<file path="config.mk">
export PLATFORM = sky130hd
export DESIGN_NAME = http_request_line_checker_core_flat
export DESIGN_NICKNAME = d
export VERILOG_FILES = /design/src/rtl/hrlc_pkg.sv /design/src/rtl/hrlc_in_if.sv /design/src/rtl/hrlc_out_if.sv /design/src/rtl/http_request_line_checker_core.sv /design/src/rtl/hrlc_parse.sv /design/src/flat_wrapper.sv
export SDC_FILE = /design/constraint.sdc
export NUM_CORES = 1
export LEC_CHECK = 0
export CAP_MARGIN = 20
export CORE_ASPECT_RATIO = 0.9
export CORE_MARGIN = 2
export CORE_UTILIZATION = 30
export CTS_CLUSTER_DIAMETER = 200
export CTS_CLUSTER_SIZE = 14
export DETAILED_ROUTE_END_ITERATION = 12
export DONT_BUFFER_PORTS = 1
export PLACE_DENSITY = 0.56
export SKIP_CTS_REPAIR_TIMING = 1
export SLEW_MARGIN = 30
export SYNTH_ARGS = -nofsm -noshare
export SYNTH_HDL_FRONTEND = slang
export SYNTH_SLANG_ARGS = --single-unit
</file>
<file path="constraint.sdc">
create_clock -name clk -period 5.2 [get_ports clk]
set_clock_uncertainty 0.05 [all_clocks]
set_input_delay 0.52 -clock clk [delete_from_list [all_inputs] [get_ports clk]]
set_output_delay 0.52 -clock clk [all_outputs]
set_load 0.02 [all_outputs]
</file>
<file path="src/rtl/hrlc_pkg.sv">
`default_nettype none
package hrlc_pkg;

	// Parse phase, one-hot
	typedef enum logic [4:0] {
		PH_METHOD  = 5'b00001,
		PH_URI     = 5'b00010,
		PH_VERSION = 5'b00100,
		PH_HEADERS = 5'b01000,
		PH_SKIP    = 5'b10000
	} phase_t;

	// Dot tracking within one path segment
	localparam logic [1:0] SEG_START = 2'd0;
	localparam logic [1:0] SEG_ONE   = 2'd1;
	localparam logic [1:0] SEG_TWO   = 2'd2;
	localparam logic [1:0] SEG_OTHER = 2'd3;

	// Verdict codes
	localparam logic [1:0] ST_OK      = 2'd0;
	localparam logic [1:0] ST_BAD     = 2'd1;
	localparam logic [1:0] ST_REFUSED = 2'd2;

	// Result kinds
	localparam logic KIND_URI     = 1'b0;
	localparam logic KIND_VERDICT = 1'b1;

	// Characters
	localparam logic [7:0] CH_SP    = 8'h20;
	localparam logic [7:0] CH_CR    = 8'h0D;
	localparam logic [7:0] CH_LF    = 8'h0A;
	localparam logic [7:0] CH_SLASH = 8'h2F;
	localparam logic [7:0] CH_DOT   = 8'h2E;
	localparam logic [7:0] CH_G     = 8'h47;
	localparam logic [7:0] CH_H     = 8'h48;
	localparam logic [7:0] CH_ZERO  = 8'h30;
	localparam logic [7:0] CH_ONE   = 8'h31;
	localparam logic [7:0] CH_CTL   = 8'h20;
	localparam logic [7:0] CH_DEL   = 8'h7F;

	localparam logic [31:0] CRLF_CRLF = 32'h0D0A0D0A;

	localparam logic [3:0] GET_LEN     = 4'd4;
	localparam logic [3:0] HEAD_LEN    = 4'd5;
	localparam logic [3:0] VER_LEN     = 4'd10;
	localparam logic [3:0] VER_MINOR_POS = 4'd7;

	typedef struct packed {
		logic [7:0] data_byte;
		logic       start_of_request;
	} in_beat_t;

	typedef struct packed {
		logic       result_kind;
		logic [7:0] uri_char;
		logic [1:0] status;
		logic       is_head;
		logic [7:0] path_len;
	} out_beat_t;

	typedef struct packed {
		phase_t      phase;
		logic [3:0]  match_pos;
		logic        head;
		logic        bad;
		logic        refused;
		logic [1:0]  seg_dots;
		logic [23:0] recent;
		logic        verdict_given;
	} parse_state_t;

	// Counter compares, worked out by the owner of the counters
	typedef struct packed {
		logic uri_zero;
		logic uri_full;
		logic uri_last;
		logic timeout;
	} cnt_flags_t;

	typedef struct packed {
		logic       active;
		logic       fire;
		logic       verdict;
		logic       uri_inc;
		logic [1:0] status;
	} step_t;

	localparam parse_state_t PARSE_CLEAR = '{
		phase: PH_METHOD, match_pos: 4'd0, head: 1'b0, bad: 1'b0, refused: 1'b0,
		seg_dots: SEG_START, recent: 24'd0, verdict_given: 1'b0};

	localparam parse_state_t PARSE_RESET = '{
		phase: PH_METHOD, match_pos: 4'd0, head: 1'b0, bad: 1'b0, refused: 1'b0,
		seg_dots: SEG_START, recent: 24'd0, verdict_given: 1'b1};

	function automatic logic [7:0] get_char(input logic [3:0] pos);
		case (pos)
			4'd0:    get_char = "G";
			4'd1:    get_char = "E";
			4'd2:    get_char = "T";
			4'd3:    get_char = " ";
			default: get_char = 8'h00;
		endcase
	endfunction

	function automatic logic [7:0] head_char(input logic [3:0] pos);
		case (pos)
			4'd0:    head_char = "H";
			4'd1:    head_char = "E";
			4'd2:    head_char = "A";
			4'd3:    head_char = "D";
			4'd4:    head_char = " ";
			default: head_char = 8'h00;
		endcase
	endfunction

	function automatic logic [7:0] ver_char(input logic [3:0] pos);
		case (pos)
			4'd0:    ver_char = "H";
			4'd1:    ver_char = "T";
			4'd2:    ver_char = "T";
			4'd3:    ver_char = "P";
			4'd4:    ver_char = "/";
			4'd5:    ver_char = "1";
			4'd6:    ver_char = ".";
			4'd7:    ver_char = "0";
			4'd8:    ver_char = 8'h0D;
			4'd9:    ver_char = 8'h0A;
			default: ver_char = 8'h00;
		endcase
	endfunction

endpackage
`default_nettype wire

</file>
<file path="src/rtl/hrlc_in_if.sv">
`default_nettype none
interface hrlc_in_if;
	import hrlc_pkg::*;

	logic     valid;
	logic     ready;
	in_beat_t payload;

	modport source (output valid, output payload, input ready);
	modport sink (input valid, input payload, output ready);
endinterface
`default_nettype wire

</file>
<file path="src/rtl/hrlc_out_if.sv">
`default_nettype none
interface hrlc_out_if;
	import hrlc_pkg::*;

	logic      valid;
	logic      ready;
	out_beat_t payload;

	modport source (output valid, output payload, input ready);
	modport sink (input valid, input payload, output ready);
endinterface
`default_nettype wire

</file>
<file path="src/rtl/http_request_line_checker_core.sv">
`default_nettype none
// Byte-serial checker for an HTTP/1.x request line. Request bytes enter on req, one per
// beat; a beat with start_of_request set opens a new connection and is itself the first
// byte. The method must be "GET " or "HEAD " (else the verdict is method not allowed);
// each URI byte that is counted goes out on rsp as a URI beat (result_kind 0) as it is
// taken, then " HTTP/1.0" or " HTTP/1.1" and CRLF must follow. One verdict beat
// (result_kind 1) closes the request on the byte that completes the first CRLFCRLF, or
// as bad request on the byte that makes REQUEST_BYTES bytes without one; bytes that
// arrive before the first start or after a verdict are dropped without a result. The
// block takes one byte every clock cycle unless backpressure on rsp stalls it; the parse
// state is updated once per byte, and a result goes through the input register, then the
// result register, before it is offered on rsp. Backpressure on rsp stalls req only while
// both registers are full. A URI of PATH_BYTES-8 bytes or more is bad; bytes past that
// limit are not passed.
module http_request_line_checker_core #(
	parameter int REQUEST_BYTES = 1024,
	parameter int PATH_BYTES    = 256
) (
	input  wire          clk,
	input  wire          arst_n,
	hrlc_in_if.sink      req,
	hrlc_out_if.source   rsp
);
	import hrlc_pkg::*;

	localparam int URI_LIMIT = PATH_BYTES - 8;
	localparam int BW = $clog2(REQUEST_BYTES + 1);
	localparam int UW = $clog2(URI_LIMIT + 1);
	localparam logic [BW-1:0] REQ_C    = BW'(REQUEST_BYTES);
	localparam logic [UW-1:0] LIMIT_C  = UW'(URI_LIMIT);
	localparam logic [UW-1:0] LIMIT_M1 = UW'(URI_LIMIT - 1);

	// Input stage
	logic      valid_s1;
	in_beat_t  beat_s1;

	// Result register
	logic      out_valid_q;
	out_beat_t out_beat_q;

	// Parse state and counters
	parse_state_t  state_q;
	logic [BW-1:0] bytes_q;
	logic [UW-1:0] uri_q;

	parse_state_t  state_nxt;
	step_t         step;
	cnt_flags_t    flags;
	logic [BW-1:0] bytes_base;
	logic [BW-1:0] bytes_adv;
	logic [UW-1:0] uri_base;
	logic [UW-1:0] uri_nxt;
	logic [UW+7:0] uri_ext;
	logic          advance;
	logic          consume;
	out_beat_t     beat_nxt;

	// Advance when the result register is empty or being drained
	assign advance = !out_valid_q || rsp.ready;
	assign consume = valid_s1 && advance;
	assign req.ready = !valid_s1 || advance;

	// A start clears the counters before this byte is counted
	assign bytes_base = beat_s1.start_of_request ? '0 : bytes_q;
	assign uri_base   = beat_s1.start_of_request ? '0 : uri_q;
	assign bytes_adv  = bytes_base + BW'(bytes_base < REQ_C);

	assign flags.uri_zero = (uri_base == '0);
	assign flags.uri_full = (uri_base >= LIMIT_C);
	assign flags.uri_last = (uri_base >= LIMIT_M1);
	assign flags.timeout  = (bytes_adv >= REQ_C);

	hrlc_parse u_parse (
		.data_byte (beat_s1.data_byte),
		.start     (beat_s1.start_of_request),
		.cur       (state_q),
		.flags     (flags),
		.nxt       (state_nxt),
		.step      (step)
	);

	assign uri_nxt = uri_base + UW'(step.uri_inc);
	assign uri_ext = {8'd0, uri_nxt};

	// Build the result beat; a verdict wins over a URI byte on the same byte
	always_comb begin
		beat_nxt = '0;
		if (step.verdict) begin
			beat_nxt.result_kind = KIND_VERDICT;
			beat_nxt.status = step.status;
			if (step.status != ST_REFUSED) begin
				beat_nxt.is_head = state_nxt.head;
				beat_nxt.path_len = uri_ext[7:0];
			end
		end else begin
			beat_nxt.result_kind = KIND_URI;
			beat_nxt.uri_char = beat_s1.data_byte;
		end
	end

	always_ff @(posedge clk or negedge arst_n) begin
		if (!arst_n) begin
			valid_s1 <= 1'b0;
		end else if (req.ready) begin
			valid_s1 <= req.valid;
		end
	end

	always_ff @(posedge clk) begin
		if (req.valid && req.ready) begin
			beat_s1 <= req.payload;
		end
	end

	always_ff @(posedge clk or negedge arst_n) begin
		if (!arst_n) begin
			state_q <= PARSE_RESET;
			bytes_q <= '0;
			uri_q <= '0;
		end else if (consume) begin
			state_q <= state_nxt;
			if (step.active) begin
				bytes_q <= bytes_adv;
				uri_q <= uri_nxt;
			end
		end
	end

	always_ff @(posedge clk or negedge arst_n) begin
		if (!arst_n) begin
			out_valid_q <= 1'b0;
		end else if (advance) begin
			out_valid_q <= consume && step.fire;
		end
	end

	always_ff @(posedge clk) begin
		if (consume && step.fire) begin
			out_beat_q <= beat_nxt;
		end
	end

	assign rsp.valid = out_valid_q;
	assign rsp.payload = out_beat_q;

	// URI counter never passes the length limit
	a_uri_bound: assert property (@(posedge clk) disable iff (!arst_n)
		uri_q <= LIMIT_C)
		else $error("URI count above limit");

	// Byte counter saturates at the request size
	a_bytes_bound: assert property (@(posedge clk) disable iff (!arst_n)
		bytes_q <= REQ_C)
		else $error("byte count above request size");

	// A URI beat comes only from a byte taken in the URI phase
	a_uri_phase: assert property (@(posedge clk) disable iff (!arst_n)
		(consume && step.fire && !step.verdict)
			|-> (state_q.phase == PH_URI && !beat_s1.start_of_request))
		else $error("URI beat outside URI phase");

	// After a verdict, bytes without a start give no result
	a_idle_after_verdict: assert property (@(posedge clk) disable iff (!arst_n)
		(consume && state_q.verdict_given && !beat_s1.start_of_request) |-> !step.fire)
		else $error("result after verdict");
endmodule
`default_nettype wire

</file>
<file path="src/rtl/hrlc_parse.sv">
`default_nettype none
module hrlc_parse (
	input  logic [7:0]             data_byte,
	input  logic                   start,
	input  hrlc_pkg::parse_state_t cur,
	input  hrlc_pkg::cnt_flags_t   flags,
	output hrlc_pkg::parse_state_t nxt,
	output hrlc_pkg::step_t        step
);
	import hrlc_pkg::*;

	parse_state_t s;
	logic [31:0]  window;
	logic         ok;
	logic         emit;
	logic         crlf2;

	always_comb begin
		s = cur;
		if (start) begin
			s = PARSE_CLEAR;
		end
		nxt = s;
		step = '0;
		ok = 1'b0;
		emit = 1'b0;
		window = {s.recent, data_byte};
		crlf2 = (window == CRLF_CRLF);

		if (!s.verdict_given) begin
			step.active = 1'b1;
			nxt.recent = window[23:0];

			case (s.phase)
				PH_METHOD: begin
					if (s.match_pos == 4'd0) begin
						ok = (data_byte == CH_G) || (data_byte == CH_H);
						nxt.head = (data_byte == CH_H);
					end else if (s.head) begin
						ok = (s.match_pos < HEAD_LEN) && (data_byte == head_char(s.match_pos));
					end else begin
						ok = (s.match_pos < GET_LEN) && (data_byte == get_char(s.match_pos));
					end
					if (!ok) begin
						nxt.refused = 1'b1;
						nxt.head = 1'b0;
						nxt.phase = PH_SKIP;
					end else begin
						nxt.match_pos = s.match_pos + 4'd1;
						if (nxt.match_pos >= (nxt.head ? HEAD_LEN : GET_LEN)) begin
							nxt.phase = PH_URI;
							nxt.match_pos = 4'd0;
						end
					end
				end
				PH_URI: begin
					if (data_byte == CH_SP) begin
						if (flags.uri_zero || s.seg_dots == SEG_TWO) begin
							nxt.bad = 1'b1;
						end
						nxt.phase = PH_VERSION;
						nxt.match_pos = 4'd0;
					end else if (data_byte == CH_CR || data_byte == CH_LF) begin
						nxt.bad = 1'b1;
						nxt.phase = PH_SKIP;
					end else begin
						if (flags.uri_zero && data_byte != CH_SLASH) begin
							nxt.bad = 1'b1;
						end
						if (data_byte < CH_CTL || data_byte >= CH_DEL
								|| data_byte inside {8'h5C, 8'h25, 8'h3F, 8'h23}) begin
							nxt.bad = 1'b1;
						end
						if (data_byte == CH_SLASH) begin
							if (s.seg_dots == SEG_TWO) begin
								nxt.bad = 1'b1;
							end
							nxt.seg_dots = SEG_START;
						end else if (data_byte == CH_DOT) begin
							if (s.seg_dots == SEG_START) begin
								nxt.seg_dots = SEG_ONE;
							end else if (s.seg_dots == SEG_ONE) begin
								nxt.seg_dots = SEG_TWO;
							end else begin
								nxt.seg_dots = SEG_OTHER;
							end
						end else begin
							nxt.seg_dots = SEG_OTHER;
						end
						// Drop bytes past the length limit
						if (flags.uri_full) begin
							nxt.bad = 1'b1;
						end else begin
							emit = 1'b1;
							step.uri_inc = 1'b1;
							if (flags.uri_last) begin
								nxt.bad = 1'b1;
							end
						end
					end
				end
				PH_VERSION: begin
					if (s.match_pos == VER_MINOR_POS) begin
						ok = (data_byte == CH_ZERO) || (data_byte == CH_ONE);
					end else begin
						ok = (s.match_pos < VER_LEN) && (data_byte == ver_char(s.match_pos));
					end
					if (!ok) begin
						nxt.bad = 1'b1;
						nxt.phase = PH_SKIP;
					end else begin
						nxt.match_pos = s.match_pos + 4'd1;
						if (nxt.match_pos >= VER_LEN) begin
							nxt.phase = PH_HEADERS;
							nxt.match_pos = 4'd0;
						end
					end
				end
				default: begin
				end
			endcase

			if (crlf2 || flags.timeout) begin
				nxt.verdict_given = 1'b1;
				step.verdict = 1'b1;
				if (!crlf2) begin
					step.status = ST_BAD;
				end else if (nxt.refused || nxt.phase == PH_METHOD) begin
					step.status = ST_REFUSED;
				end else if (nxt.bad || nxt.phase != PH_HEADERS) begin
					step.status = ST_BAD;
				end else begin
					step.status = ST_OK;
				end
			end
			step.fire = step.verdict || emit;
		end
	end
endmodule
`default_nettype wire
</file>
<file path="src/flat_wrapper.sv">
// flat-port wrapper written by rule: the top's interface ports become plain ports
module http_request_line_checker_core_flat import hrlc_pkg::*;
#(
	parameter int REQUEST_BYTES = 1024,
	parameter int PATH_BYTES    = 256
)
  (clk, arst_n, req_valid, req_payload, req_ready, rsp_valid, rsp_payload, rsp_ready);
  hrlc_in_if req_i ();
  hrlc_out_if rsp_i ();
  input  wire clk;
  input  wire arst_n;
  input wire logic [$bits(req_i.valid)-1:0] req_valid;
  input wire logic [$bits(req_i.payload)-1:0] req_payload;
  output wire logic [$bits(req_i.ready)-1:0] req_ready;
  output wire logic [$bits(rsp_i.valid)-1:0] rsp_valid;
  output wire logic [$bits(rsp_i.payload)-1:0] rsp_payload;
  input wire logic [$bits(rsp_i.ready)-1:0] rsp_ready;
  assign req_i.valid = req_valid;
  assign req_i.payload = req_payload;
  assign req_ready = req_i.ready;
  assign rsp_valid = rsp_i.valid;
  assign rsp_payload = rsp_i.payload;
  assign rsp_i.ready = rsp_ready;
  http_request_line_checker_core #(.REQUEST_BYTES(REQUEST_BYTES), .PATH_BYTES(PATH_BYTES)) u_core (.clk(clk), .arst_n(arst_n), .req(req_i), .rsp(rsp_i));
endmodule
</file>
==> results of run 1 <==
==> per-stage QoR <==
| step | util [%] | cells |
|---|---|---|
| final | 34.03 | 804 |
| after global routing | 34.03 | 804 |
| after CTS | 33.84 | 803 |
| after detailed placement | 31.96 | 787 |
| after global placement | 31.96 | 787 |
| after floorplan | - | 582 |
==> worst max-delay path, stage by stage, from the launching register on <==
cell,delay [ns]
edfxtp_1,0.67
and3b_1,0.31
o2111ai_1,0.30
nand3_1,0.18
nor2_1,0.29
o41a_1,0.24
ha_1,0.18
ha_1,0.22
nand3_1,0.18
or3_1,0.37
o21ai_0,0.16
a22o_1,0.14
==> sequential cells by signal, summed over array words and instances (netlist names) <==
signal,flops
u_core.beat_s1,9
u_core.bytes_q,11
u_core.rsp.payload,20
u_core.rsp.valid,1
u_core.state_q,39
u_core.uri_q,8
u_core.valid_s1,1
==> cells in the final DEF (no fill, tap or decap), types with 5 or more instances in the layout <==
master and instances:
edfxtp_1 29, a31oi_1 6, nor2_1 38, nor2b_1 13, nor3_1 19, ha_1 5, xor2_1 6, dfrtp_1 58
o21ai_0 56, xnor2_1 9, and2_1 9, nor4_1 9, clkbuf_16 9, nand2_1 94, nand4b_1 5, inv_1 14
nand3_1 23, buf_4 9, nand4_1 8, and3_1 6, a21oi_1 23, a22oi_1 17, nor3b_1 5
==> worst min-delay path by stage <==
stage,startpoint,endpoint,slack (ns),cells after the start
after CTS,arst_n,u_core.bytes_q[6]$_DFFE_PN0P_,-0.20,0
final,arst_n,u_core.bytes_q[6]$_DFFE_PN0P_,-0.01,1
after global placement,arst_n,u_core.state_q[24]$_DFFE_PN0P_,0.18,0
after global routing,arst_n,u_core.bytes_q[6]$_DFFE_PN0P_,0.01,1
after floorplan,arst_n,u_core.bytes_q[0]$_DFFE_PN0P_,0.17,0
after detailed placement,arst_n,u_core.state_q[24]$_DFFE_PN0P_,0.18,0
==> cell families after synthesis <==
family,count (synthesis)
muxes,6
xor gates and xnor gates,15
buffers and inverters,54
DFF,89
and+or+nand+nor,258
AOI/OAI and AO/OA,155
adders and majority gates,5
==> report_power, final <==
part	leakage, nW	internal [mW]	total, mW	switching [mW]
logic	0.979	0.0677	0.187	0.119
registers	1.09	0.761	0.815	0.0544
clock network	0.157	0.422	0.707	0.285
total	2.23	1.25	1.71	0.459
==> per-layer routing <==
layer  wire, um  GRT usage [%]  vias up  part of all wire, %
met5          0              0        -                    0
met3        959          2.809       20                  6.7
met1       6750          23.27     2214                   47
li1           -              -     2084                    -
met2       6386          23.61      179                   44
met4        284          5.536        0                  2.0
==> layout make-up <==
class                      count  area [um2]  share of cell area (%)
multi-input combinational    439        2648                   45.75
sequential                    89        2375                   41.04
inverter                      15       56.30                  0.9730
clock buffer                   9       225.2                   3.892
clock inverter                 7       93.84                   1.622
timing repair buffer          10       95.09                   1.643
tap                          235       294.0                   5.081
==> flow_metrics.py, run 1 <==
metrics = {
    "place": {
        "place_hpwl_um": 10060,
        "place_congestion": 0.9143,
        "dpl_worst_slack_ns": 1.655,
        "io_buffers": 0,
        "dpl_cell_area_um2": 5435,
    },
    "synthesis": {
        "synth_seq_cells": 89,
        "async_flop_share_pct": 67.42,
        "synthAdderAreaFrac_pct": 1.194,
        "synthTopCellsByArea": "dfrtp_1, edfxtp_1, nand2_1",
        "yosysTopAreaCell": "dfrtp_1",
        "synth-compound-area-share_pct": 19.99,
        "synth_nets": 600,
        "synth_xor_area_share_pct": 2.508,
        "yosysUniqueCellTypes": 78,
        "synth_top_area_share_pct": 27.70,
        "synth_top_family_by_area": "simple AND/OR/NAND/NOR gates",
        "syn_avg_cell_area_um2": 9.001,
        "synthSimpleGateAreaFrac_pct": 25.44,
        "synth_edf_count": 29,
        "yosysWarnings": 0,
        "synthCells": 582,
        "synthFlopType": "dfrtp_1",
        "synth.cell_area_um2": 5239,
        "yosysMostFrequentCell": "nand2_1",
        "yosys-top-cells-count": "nand2_1, dfrtp_1, o21ai_0",
        "synthMuxAreaShare_pct": 1.194,
        "ys_seq_area_share_pct": 45.33,
    },
    "clock_network": {
        "cts_root_buffer": "clkbuf_16",
        "clock_path_buffers": 2,
        "path_clk_slew_ns": 0.07,
        "cts_buffers": 9,
        "clock_sinks": 89,
        "cts_tree": "built",
        "clk_latency_ns": 0.35,
        "h-tree-depth": 3,
    },
    "setup_path": {
        "reg2reg_to": "u_core.uri_q[6]$_DFFE_PN0P_",
        "reg2reg_depth": 11,
        "endpoint": "u_core.uri_q[6]$_DFFE_PN0P_",
        "crit_start": "u_core.beat_s1[1]$_DFFE_PP_",
        "crit_required_ns": 5.44,
        "arrival_ns": 3.58,
        "worst_setup_path_end_kind": "flip-flop",
        "reg2reg_from": "u_core.beat_s1[1]$_DFFE_PP_",
        "cp-start-kind": "flip-flop",
        "crit_type": "flip-flop to flip-flop",
        "r2r_slack_ns": 1.86,
        "cp_max_fo": 18,
    },
    "floorplan": {
        "start_util_pct": 30.81,
        "pin_count": 35,
        "fp.dieArea_um2": 18540,
        "core-area_um2": 17000,
        "die_w_um": 143.3,
        "die_h_um": 129.4,
        "rows": 45,
    },
    "run_status": {
        "outcome": "complete, but fails checks",
        "violations": "negative hold slack",
    },
    "route": {
        "detail_route.first_pass.iterations": 5,
        "drt_drc_violations_left": 0,
        "drt_wl_total_um": 14380,
        "detail-route-antenna-nets": 0,
        "drt_iter0_drc": 539,
        "post_drt_wl_per_cell_um": 17.89,
        "vias_per_cell": 5.593,
        "num_vias": 4497,
    },
    "power": {
        "power_mw": 1.709,
        "power_per_cell_area_nw_per_um2": 295.3,
        "ir_drop_v": 0.0001490,
        "leakage_nw": 2.230,
    },
    "final_layout": {
        "diodes": 0,
        "syn2layout_area_growth_pct": 10.46,
        "fill_cells": 1747,
        "drive_above_1_share_pct": 8.436,
        "stdcell_area_um2": 5787,
        "nets": 582,
    },
    "timing": {
        "fmaxAchievable_mhz": 299.4,
        "relSlewSlack_pct": 49.45,
        "worst_hold_slack_ns": -0.01149,
        "setup_tns_ns": 0,
        "hold_violations": 4,
        "tightest_slew_ns": 0.7391,
        "fin_crit_sh_pct": 64.23,
        "finalWorstPathRequiredPeriod_ns": 3.340,
        "slew_violations": 0,
        "fin_ws_ns": 1.860,
        "setup_viol_count_final": 0,
        "rsz0062_at_grt": "no",
    },
    "global_route": {
        "grt_antenna_before_repair": 0,
        "overflow": 0,
        "grt_pass1_wl_um": 22930,
        "grt_use_total_pct": 15.88,
        "grt_max_degree": 61,
        "grt_pass1_vias": 4185,
    },
    "job": {
        "cap_violations": 0,
    },
    "worst_hold_path": {
        "hp-class": "input pin to asynchronous set/reset pin",
    },
}
Power figures use the tool's default switching activity.
==> run 2, diff against run 1 <==
==> constraint.sdc (replaced) <==
create_clock -name clk -period 3.41 [get_ports clk]
set_clock_uncertainty 0.05 [all_clocks]
set_input_delay 0.341 -clock clk [delete_from_list [all_inputs] [get_ports clk]]
set_output_delay 0.341 -clock clk [all_outputs]
set_load 0.02 [all_outputs]
==> run 2 against run 1 <==
Effect of this change:
- the flow now finishes without violations
- register-to-register slack got worse by 1.5 ns
- worst setup slack worse by 1.5 ns
- critical path depth is 2 lower
- power grew 51%
- hold slack gained 0.042 ns
- die area unchanged
- combinational power rose by 70%
- cell count grew 2.5%
- design area rose by 2.4%
- flip-flop and latch count did not move
- critical endpoint is now u_core.state_q[35]$_DFFE_PN0P_
- largest cell class unchanged
==> flow_metrics.py, run 2 (synthesis results as in run 1) <==
metrics = {
    "run_status": {
        "outcome": "completed",
    },
    "clock_network": {
        "clk_latency_ns": 0.35,
        "cts_buffers": 9,
        "clock_sinks": 89,
        "h-tree-depth": 3,
        "cts_tree": "built",
        "clock_path_buffers": 2,
        "path_clk_slew_ns": 0.06,
        "cts_root_buffer": "clkbuf_16",
    },
    "floorplan": {
        "pin_count": 35,
        "start_util_pct": 30.81,
        "rows": 45,
        "die_h_um": 129.4,
        "fp.dieArea_um2": 18540,
        "die_w_um": 143.3,
        "core-area_um2": 17000,
    },
    "power": {
        "power_mw": 2.588,
        "leakage_nw": 2.317,
        "ir_drop_v": 0.0002591,
        "power_per_cell_area_nw_per_um2": 436.7,
    },
    "setup_path": {
        "crit_start": "u_core.state_q[32]$_DFFE_PN0P_",
        "arrival_ns": 3.26,
        "r2r_slack_ns": 0.34,
        "crit_type": "flip-flop to flip-flop",
        "reg2reg_depth": 9,
        "worst_setup_path_end_kind": "flip-flop",
        "crit_required_ns": 3.60,
        "cp_max_fo": 15,
        "reg2reg_from": "u_core.state_q[32]$_DFFE_PN0P_",
        "worstPathCellList": "nor2_1 > a21o_1 > mux2i_1 > ha_1 > nand3b_1 > and2_1 > nor2_1 > o21ai_0 > a22o_1",
        "worst_path_most_repeated_cell": "nor2_1",
        "cp-start-kind": "flip-flop",
        "critPathMaxStageDelay_ns": 0.58,
        "crit_path_top_delay_cell": "dfrtp_1",
    },
    "timing": {
        "rsz0062_at_grt": "no",
        "setup_tns_ns": 0,
        "finalWorstPathRequiredPeriod_ns": 3.075,
        "fin_crit_sh_pct": 90.17,
        "relSlewSlack_pct": 42.61,
        "setup_viol_count_final": 0,
        "tightest_slew_ns": 0.8392,
        "hold_violations": 0,
        "fmaxAchievable_mhz": 325.2,
        "slew_violations": 0,
    },
    "final_layout": {
        "post-route-util_pct": 34.86,
        "fill_cells": 1758,
        "syn2layout_area_growth_pct": 13.14,
        "layout_commonest_cell": "nand2_1",
        "regMostFlops": "u_core.state_q",
        "final_cell_mix": "nand2_1, dfrtp_1, o21ai_0",
        "nets": 601,
        "drive_above_1_share_pct": 11.05,
        "final-instance-count-excl-fill": 824,
        "largest_reg_flops": 39,
    },
    "place": {
        "io_buffers": 0,
        "placedCellCount": 805,
        "place_hpwl_um": 10580,
        "place_congestion": 0.9158,
    },
    "route": {
        "m1WireLength_um": 7199,
        "drt_iter0_drc": 450,
        "detail-route-antenna-nets": 0,
        "highest_layer": "met5",
        "num_vias": 4544,
        "vias_per_cell": 5.515,
        "detail_route.first_pass.iterations": 5,
        "route.met2.wl_um": 6326,
        "post_drt_wl_per_cell_um": 17.94,
        "drt_wl_total_um": 14790,
        "drt_drc_violations_left": 0,
        "wl_met3_um": 981,
    },
    "worst_hold_path": {
        "min_from": "req_payload[5]",
        "holdPathStages": 0,
        "hp-class": "input pin to flip-flop",
    },
    "global_route": {
        "overflow": 0,
        "grt_pass1_wl_um": 24050,
        "grt_max_degree": 61,
        "grt_pass1_vias": 4226,
        "grt_use_total_pct": 16.93,
        "grt_antenna_before_repair": 1,
    },
    "job": {
        "cap_violations": 0,
    },
}
## run 2: cell count changes in the layout (fill, tap and decap cells not counted), moves of 2 or more
cell	change
nor2_1	-2
clkinv_2	-2
nor2_2	+2
clkbuf_1	+2
clkinv_4	+2
buf_4	+18
## run 2: power by group
group / switching, mW / internal, mW / total (mW)
Combinational: 0.202 / 0.115 / 0.317
Clock: 0.429 / 0.615 / 1.04
Sequential: 0.0666 / 1.16 / 1.23
Total: 0.698 / 1.89 / 2.59
## run 2: per-stage QoR
step	worst slack (ns)	hold WS (ns)	instance area (um2)
global route	0.09785	0.01005	5924
floorplan	0.1329	-0.004591	5246
CTS	0.3424	-0.3783	5882
global placement	0.4473	0.0005438	5572
detailed placement	0.3750	0.0005946	5572
finish	0.3352	0.03043	5927
## run 2: worst paths after layout
path                                                   to
max                        u_core.state_q[35]$_DFFE_PN0P_
min                           u_core.beat_s1[5]$_DFFE_PP_
max reg2reg                u_core.state_q[35]$_DFFE_PN0P_
min reg2reg                 u_core.bytes_q[0]$_DFFE_PN0P_
max in group asynchronous  u_core.state_q[34]$_DFFE_PN1P_
min in group asynchronous   u_core.bytes_q[1]$_DFFE_PN0P_
## run 2: cell type report
cell class / instances / area, um2 / share of cell area (%)
antenna: 1 / 2.502 / 0.04222
clock buffer: 12 / 257.7 / 4.349
clock inverter: 4 / 52.55 / 0.8866
inverter: 15 / 56.30 / 0.9500
multi-input combinational: 439 / 2649 / 44.69
sequential: 89 / 2375 / 40.07
tap: 235 / 294.0 / 4.961
timing repair buffer: 29 / 240.2 / 4.053
## run 2: metal layers
metal	track usage, %	up-vias
met1	25.21	2206
li1	-	2132
met4	5.882	2
met5	0	-
met2	24.06	183
met3	3.843	21
## run 2: critical path: cells and delay by family (launching register included)
family | cells | cell delay, ns
fa+ha+maj | 1 | 0.28
compound gates | 3 | 0.72
simple gates | 4 | 0.99
flops | 1 | 0.58
mux | 1 | 0.33
